$ cat src/rtl/core/pts_pkg.sv
// Shared types and constants for the prime test and search core.
`timescale 1ns / 1ps
package pts_pkg;

  // Default datapath width handed to the top level.
  localparam int PTS_WIDTH = 32;

  // Request opcodes.
  localparam logic [1:0] OP_TEST = 2'd0;
  localparam logic [1:0] OP_NEXT = 2'd1;
  localparam logic [1:0] OP_PREV = 2'd2;

  typedef struct packed {
    logic [1:0]  opcode;
    logic [31:0] value;
  } req_t;

  typedef struct packed {
    logic [31:0] result_value;
    logic        is_prime;
    logic        found;
  } rsp_t;

  // Status of the remainder unit toward the sequencer.
  typedef struct packed {
    logic done;
    logic zero;
  } rem_stat_t;

endpackage

$ cat src/rtl/core/pts_rem_unit.sv
// Bit-serial restoring remainder unit, one dividend bit per cycle.
`timescale 1ns / 1ps
module pts_rem_unit #(
  parameter int DW = 32
) (
  input  logic                clk,
  input  logic                rst,
  input  logic                start,
  input  logic [DW-1:0]       dividend,
  input  logic [DW-1:0]       divisor,
  output pts_pkg::rem_stat_t  stat
);
  import pts_pkg::*;

  localparam int CW = $clog2(DW + 1);

  logic          busy;
  logic          done;
  logic [CW-1:0] cnt;
  logic [DW-1:0] sh;
  logic [DW:0]   rem;
  logic [DW:0]   trial;
  logic [DW:0]   dvs;
  logic          ge;

  assign dvs   = {1'b0, divisor};
  assign trial = {rem[DW-1:0], sh[DW-1]};
  assign ge    = trial >= dvs;

  always_ff @(posedge clk) begin
    if (rst) begin
      busy <= 1'b0;
      done <= 1'b0;
    end else begin
      done <= 1'b0;
      if (start) begin
        busy <= 1'b1;
        cnt  <= CW'(DW);
        sh   <= dividend;
        rem  <= '0;
      end else if (busy) begin
        rem <= ge ? (trial - dvs) : trial;
        sh  <= sh << 1;
        cnt <= cnt - CW'(1);
        if (cnt == CW'(1)) begin
          busy <= 1'b0;
          done <= 1'b1;
        end
      end
    end
  end

  assign stat.done = done;
  assign stat.zero = (rem == '0);

endmodule

$ cat src/rtl/core/prime_test_and_search_core.sv
// Top level: trial-division primality test and nearest-prime search sequencer.
`timescale 1ns / 1ps
// Each request item carries an opcode and a 32-bit value; each gives exactly one
// response item. Opcode 0 tests the value for primality, opcode 1 returns the
// smallest prime at or above it, opcode 2 the largest prime at or below it;
// opcode 3 returns the value with both flags clear. A failed search (upward past
// 2^DW-1, or downward from 0 or 1) returns the input with found clear, where
// DW = min(WIDTH,32); the value is masked to DW bits first. The core works on one
// item at a time and drops req_ready until its response has been loaded into the
// output register; a waiting response does not block the next request. Timing is
// data dependent and set by the bit-serial remainder unit: testing an odd
// candidate n runs one division per odd divisor d from 3 while d*d <= n, and each
// division steps through all DW dividend bits; even or small values skip the
// divisor walk. A search repeats that test once per odd candidate across the
// prime gap it walks.
module prime_test_and_search_core #(
  parameter int WIDTH = pts_pkg::PTS_WIDTH
) (
  input  logic          clk,
  input  logic          rst,
  input  logic          req_valid,
  output logic          req_ready,
  input  pts_pkg::req_t req,
  output logic          rsp_valid,
  input  logic          rsp_ready,
  output pts_pkg::rsp_t rsp
);
  import pts_pkg::*;

  // Working width: the result field is 32 bits, so clip there.
  localparam int DW = (WIDTH >= 32) ? 32 : WIDTH;
  localparam logic [DW-1:0] VMAX = '1;

  typedef enum logic [2:0] {
    S_IDLE,
    S_INIT,
    S_TEST,
    S_CHECK,
    S_WAIT,
    S_CAND,
    S_FINISH
  } state_t;

  state_t        state;
  logic [1:0]    op;
  logic [DW-1:0] v;         // masked request value
  logic [DW-1:0] c;         // current candidate
  logic [DW-1:0] d;         // current odd divisor
  logic [DW+1:0] sq;        // d * d, kept by running sums
  logic [DW+1:0] inc;       // (d+2)^2 - d^2 = 4d + 4
  logic          cand_prime;
  logic [DW-1:0] res_val;
  logic          res_prime;
  logic          res_found;
  logic          rem_start;
  rem_stat_t     rem_stat;

  assign req_ready = (state == S_IDLE);

  pts_rem_unit #(
    .DW(DW)
  ) u_rem (
    .clk      (clk),
    .rst      (rst),
    .start    (rem_start),
    .dividend (c),
    .divisor  (d),
    .stat     (rem_stat)
  );

  always_ff @(posedge clk) begin
    if (rst) begin
      state     <= S_IDLE;
      rsp_valid <= 1'b0;
      rem_start <= 1'b0;
    end else begin
      rem_start <= 1'b0;
      // Drop the response once taken, unless a new one is loaded this cycle.
      if (rsp_valid && rsp_ready && state != S_FINISH) begin
        rsp_valid <= 1'b0;
      end
      case (state)
        S_IDLE: begin
          if (req_valid) begin
            op    <= req.opcode;
            v     <= req.value[DW-1:0];
            state <= S_INIT;
          end
        end

        // Sort out the trivial cases and pick the first candidate.
        S_INIT: begin
          res_val   <= v;
          res_prime <= 1'b0;
          res_found <= 1'b0;
          case (op)
            OP_TEST: begin
              c     <= v;
              state <= S_TEST;
            end
            OP_NEXT: begin
              if (v <= DW'(2)) begin
                res_val   <= DW'(2);
                res_prime <= 1'b1;
                res_found <= 1'b1;
                state     <= S_FINISH;
              end else begin
                c     <= v | DW'(1);
                state <= S_TEST;
              end
            end
            OP_PREV: begin
              if (v < DW'(2)) begin
                state <= S_FINISH;
              end else if (v == DW'(2)) begin
                res_val   <= DW'(2);
                res_prime <= 1'b1;
                res_found <= 1'b1;
                state     <= S_FINISH;
              end else begin
                c     <= v[0] ? v : (v - DW'(1));
                state <= S_TEST;
              end
            end
            default: begin
              state <= S_FINISH;
            end
          endcase
        end

        // Quick screen of the candidate, else arm the divisor walk at 3.
        S_TEST: begin
          if (c < DW'(2)) begin
            cand_prime <= 1'b0;
            state      <= S_CAND;
          end else if (!c[0]) begin
            cand_prime <= (c == DW'(2));
            state      <= S_CAND;
          end else begin
            d     <= DW'(3);
            sq    <= (DW + 2)'(9);
            inc   <= (DW + 2)'(16);
            state <= S_CHECK;
          end
        end

        // Stop once d*d passes the candidate; otherwise divide.
        S_CHECK: begin
          if (sq > {2'b00, c}) begin
            cand_prime <= 1'b1;
            state      <= S_CAND;
          end else begin
            rem_start <= 1'b1;
            state     <= S_WAIT;
          end
        end

        S_WAIT: begin
          if (rem_stat.done) begin
            if (rem_stat.zero) begin
              cand_prime <= 1'b0;
              state      <= S_CAND;
            end else begin
              d     <= d + DW'(2);
              sq    <= sq + inc;
              inc   <= inc + (DW + 2)'(8);
              state <= S_CHECK;
            end
          end
        end

        // Act on the candidate verdict according to the opcode.
        S_CAND: begin
          case (op)
            OP_NEXT: begin
              if (cand_prime) begin
                res_val   <= c;
                res_prime <= 1'b1;
                res_found <= 1'b1;
                state     <= S_FINISH;
              end else if (c == VMAX) begin
                state <= S_FINISH;
              end else begin
                c     <= c + DW'(2);
                state <= S_TEST;
              end
            end
            OP_PREV: begin
              if (cand_prime) begin
                res_val   <= c;
                res_prime <= 1'b1;
                res_found <= 1'b1;
                state     <= S_FINISH;
              end else if (c == DW'(3)) begin
                res_val   <= DW'(2);
                res_prime <= 1'b1;
                res_found <= 1'b1;
                state     <= S_FINISH;
              end else begin
                c     <= c - DW'(2);
                state <= S_TEST;
              end
            end
            default: begin
              res_prime <= cand_prime;
              res_found <= 1'b1;
              state     <= S_FINISH;
            end
          endcase
        end

        // Hold the response until the output register is free.
        S_FINISH: begin
          if (!rsp_valid || rsp_ready) begin
            rsp_valid        <= 1'b1;
            rsp.result_value <= 32'(res_val);
            rsp.is_prime     <= res_prime;
            rsp.found        <= res_found;
            state            <= S_IDLE;
          end
        end

        default: begin
          state <= S_IDLE;
        end
      endcase
    end
  end

  // A failed search or unused opcode never reports a prime.
  a_notfound_notprime: assert property (@(posedge clk) disable iff (rst)
    (rsp_valid && !rsp.found) |-> !rsp.is_prime)
    else $error("response without found flag claims a prime");

  // A successful search always lands on a prime.
  a_search_prime: assert property (@(posedge clk) disable iff (rst)
    (state == S_FINISH && op != OP_TEST && res_found) |-> res_prime)
    else $error("search reported found without a prime");

  // Divisor walk stays on odd divisors of at least three.
  a_divisor_odd: assert property (@(posedge clk) disable iff (rst)
    (state == S_CHECK) |-> (d[0] && d >= DW'(3)))
    else $error("trial divisor left the odd sequence");

  // The remainder unit only finishes while the sequencer waits on it.
  a_rem_done_wait: assert property (@(posedge clk) disable iff (rst)
    rem_stat.done |-> (state == S_WAIT))
    else $error("remainder finished outside the wait state");

  // An accepted request always leaves the idle state.
  a_accept_busy: assert property (@(posedge clk) disable iff (rst)
    (req_valid && req_ready) |=> !req_ready)
    else $error("core still ready after accepting an item");

endmodule
$ cat config.mk
export PLATFORM = sky130hd
export DESIGN_NAME = prime_test_and_search_core
export DESIGN_NICKNAME = d
export VERILOG_FILES = /design/src/rtl/core/pts_pkg.sv /design/src/rtl/core/pts_rem_unit.sv /design/src/rtl/core/prime_test_and_search_core.sv
export SDC_FILE = /design/constraint.sdc
export NUM_CORES = 1
export LEC_CHECK = 0
export ABC_AREA = 1
export BUFFER_PORTS_ARGS = -buffer_cell sky130_fd_sc_hd__buf_4
export CAP_MARGIN = 20
export CORE_MARGIN = 5
export CORE_UTILIZATION = 53
export CTS_BUF_LIST = sky130_fd_sc_hd__clkbuf_2 sky130_fd_sc_hd__clkbuf_4 sky130_fd_sc_hd__clkbuf_8
export CTS_CLUSTER_SIZE = 12
export DETAILED_ROUTE_END_ITERATION = 16
export GPL_ROUTABILITY_DRIVEN = 0
export PLACE_DENSITY = 0.76
export SLEW_MARGIN = 40
export SYNTH_ARGS = -nofsm -noshare
export SYNTH_HDL_FRONTEND = slang
export SYNTH_HIERARCHICAL = 1
export SYNTH_SLANG_ARGS = --single-unit
$ cat constraint.sdc
create_clock -name clk -period 5.1 [get_ports clk]
set_input_delay 0.255 -clock clk [delete_from_list [all_inputs] [get_ports clk]]
set_output_delay 0.255 -clock clk [all_outputs]
set_load 0.02 [all_outputs]
==> run metrics <==
status completed; Crit Path Category flop to flop; Worst EP arrival 3.73 ns; Port Buffers 73; initial DRC count ~2300; Die Y-Extent roughly 210 um; Worst-Skew Late Latency 0.65 ns; Routed Antenna Nets 0; area delta synth->final 12.03%; htree depth 2; initial antenna violation count 2; drt pass-1 iters 8; clock slew at reported path FFs 0.07 ns; leak pwr between 0.01 and 0.015 uW; YS warnings 6; Yosys reg bits 306; Inserted Clock Buffers 52; most common cell in the netlist nand2_1; Adder-Cell Fraction of Synth Area 6.094%; Fill cells roughly 3700; main combinational cell family by area after synthesis simple AND/OR/NAND/NOR gates; Mean Syn Cell Area 7.434 um2; count of final hold-check violations 0; mux cell area share after synthesis less than 1%; Synth top area share 41.18%; standard-cell rows 74; Syn Inst Count 2933; Max VDD drop 0.0002107 V; setup_tns 0 ns; WP data required 5.45 ns; Mapped Area approximately 0.022 mm2; Synth area leaders edfxtp_1, nand2_1, inv_1; postcts setup bufs 0; Commonest cells post-synth nand2_1, inv_1, nor2_1; final slew viol count 0; Syn Nets just over 3000; pin count of the biggest net entering global routing 94; layout cells sized above 1 9.223%; vias in the first global route 19800; P per Cell Area 282.1 mW/mm2; average via count per standard cell roughly 5.7; RSZ-0062 raised after global routing no; CP startpoint kind flop; global route total overflow 0; Pwr Total 6892 uW; # nets final 3190; Multi-input gate area 0.01072 mm2; number of synthesized flops with an enable pin 299; clock sink count 306; final setup fails 0; ant diodes 0; DIE WIDTH 212.8 um; initial core utilization 53.52%; Core Util, Final about three fifths; sequential area share after synthesis 41.82%; simple-gate portion of the synthesized area 30.30%; Crit. End Element flop; core area 0.04074 mm2; # DRC 0; main flop type after synthesis edfxtp_1; Worst Path Max Fanout 33; slew at the pin with the worst max-slew slack 0.8472 ns; Worst Hold Class primary input to flop; fin crit share 66.29%; Layout Skew 0.06215 ns; routed length per placed instance 17.29 um; Rel. slew slack between 40% and 50%; Post-Synth XOR/XNOR Area 2.370%; Clock Tree Root clkbuf_8; MaxCap Viol Count 0; ys async rst share 0%; DR vias about 21000; Clock Tree Buf Depth 3; HPWL after detailed placement ~47000 um; Die ar. around 0.045 mm2; post-synthesis compound-gate area fraction 10.08%; Storage cell area 0.009119 mm2; Yosys top cell by area edfxtp_1; Routed WL 62610 um; post-layout min period roughly 3.4 ns; TritonCTS clock tree built; first-pass GRT wire length 100800 um; Max Fclk roughly 0.30 GHz; num ports 74; distinct cell type count of the synthesized netlist 58; all-layer global routing usage 27.37%
[metrics by stage]
stage               setup slack, ns  instance area, um2  std cells  hold WS (ns)
finish                        1.719               24430       3622       0.09343
CTS                           1.766               24420       3622       0.05558
global placement              1.978               22910       3488        0.4012
floorplan                    0.5469               21810       2933        0.3318
detailed placement            1.856               22940       3490        0.4081
global route                  1.484               24430       3622       0.09670
[flip-flops by register name, summed over array words and instances, names as in the netlist, 2 cells and up]
register	flops
sq	31
v	32
state	3
u_rem/sh	32
res_val	32
c	32
op	2
u_rem/cnt	6
u_rem/rem	33
rsp	34
inc	31
d	31
[metal layers]
metal	wire length (um)	vias up	track usage, %
met1	25560	9370	36.21
li1	-	9912	-
met5	24	-	0
met2	28070	1063	43.84
met3	5720	214	5.157
met4	3232	4	12.73
[report_power, final]
group          internal (uW)  switching (uW)  total [uW]
combinational            419             900        1320
sequential              2970             161        3130
clock                   1360            1090        2450
total                   4740            2150        6890
[layout by cell type, fill, tap and decap left out, drive strengths merged, types with 2 or more instances in the layout]
cell         Yosys  routed
and3             5       5
edfxtp         299     299
ha             103     103
nand3b           6       6
o21ai          160     160
xor2            36      36
or2             12      12
nor3b            6       6
nand4           85      85
clkinv           7      32
dlygate4sd3      0      35
dfxtp            7       7
nor2           373     373
buf             34      93
a21boi           3       3
nor4            18      18
a21o             9       9
o21a             9       9
inv            448     451
a21oi          147     147
bufinv           0       6
a31oi            9       9
nor3            71      71
nand3          122     122
o22ai            7       7
clkbuf          34      63
o221ai           6       6
o31ai            5       5
and2             7       7
fa               2       2
o311ai          17      17
nand2          840     840
o21bai           9       9
o211ai           7       7
xnor2           23      23
[critical path: stages, from the launching register on]
cell,delay (ns)
edfxtp_1,0.49
inv_1,0.10
ha_1,0.37
nand2_1,0.12
nor2_2,0.17
nand2_1,0.11
nor2_1,0.16
nand3_2,0.60
nand3_4,0.70
nand2_1,0.16
inv_2,0.08
nor2_1,0.04
[kinds of logic (layout without fill, tap and decap cells)]
| group | after synthesis | count (layout) |
|---|---|---|
| xor+xnor | 59 | 59 |
| other cells | 1 | 1 |
| fa+ha+maj | 105 | 105 |
| mux | 1 | 1 |
| compound gates | 392 | 392 |
| buf+inv | 523 | 680 |
| flops | 306 | 306 |
| simple gates | 1546 | 1546 |
[what timing repair did]
action,in CTS,in global routing
hold buffers,35,0
resized for setup,0,0
endpoints found under the hold margin,39,0
[final cells by class]
| cell class | instances | area share [%] |
|---|---|---|
| inverters | 455 | 6.992 |
| clock buffers | 63 | 3.268 |
| clock inverters | 34 | 1.352 |
| repair buffers | 128 | 4.456 |
| well taps | 532 | 2.725 |
| multi-input cells | 2104 | 43.88 |
| flip-flops and latches | 306 | 37.33 |
[path summary, 6_finish.rpt]
| path | startpoint | endpoint | slack (ns) | cells past startpoint |
|---|---|---|---|---|
| setup reg to reg | d[12]$_SDFFCE_PN0P_ | u_rem/rem[18]$_SDFFCE_PP0P_ | 1.72 | 11 |
| setup / recovery | d[12]$_SDFFCE_PN0P_ | u_rem/rem[18]$_SDFFCE_PP0P_ | 1.72 | 11 |
| hold / removal | req_valid | state[0]$_SDFFE_PP0P_ | 0.09 | 5 |
| hold reg to reg | res_val[24]$_DFFE_PP_ | rsp[26]$_DFFE_PP_ | 0.42 | 0 |
No activity file was read; power rests on OpenSTA's default activity.
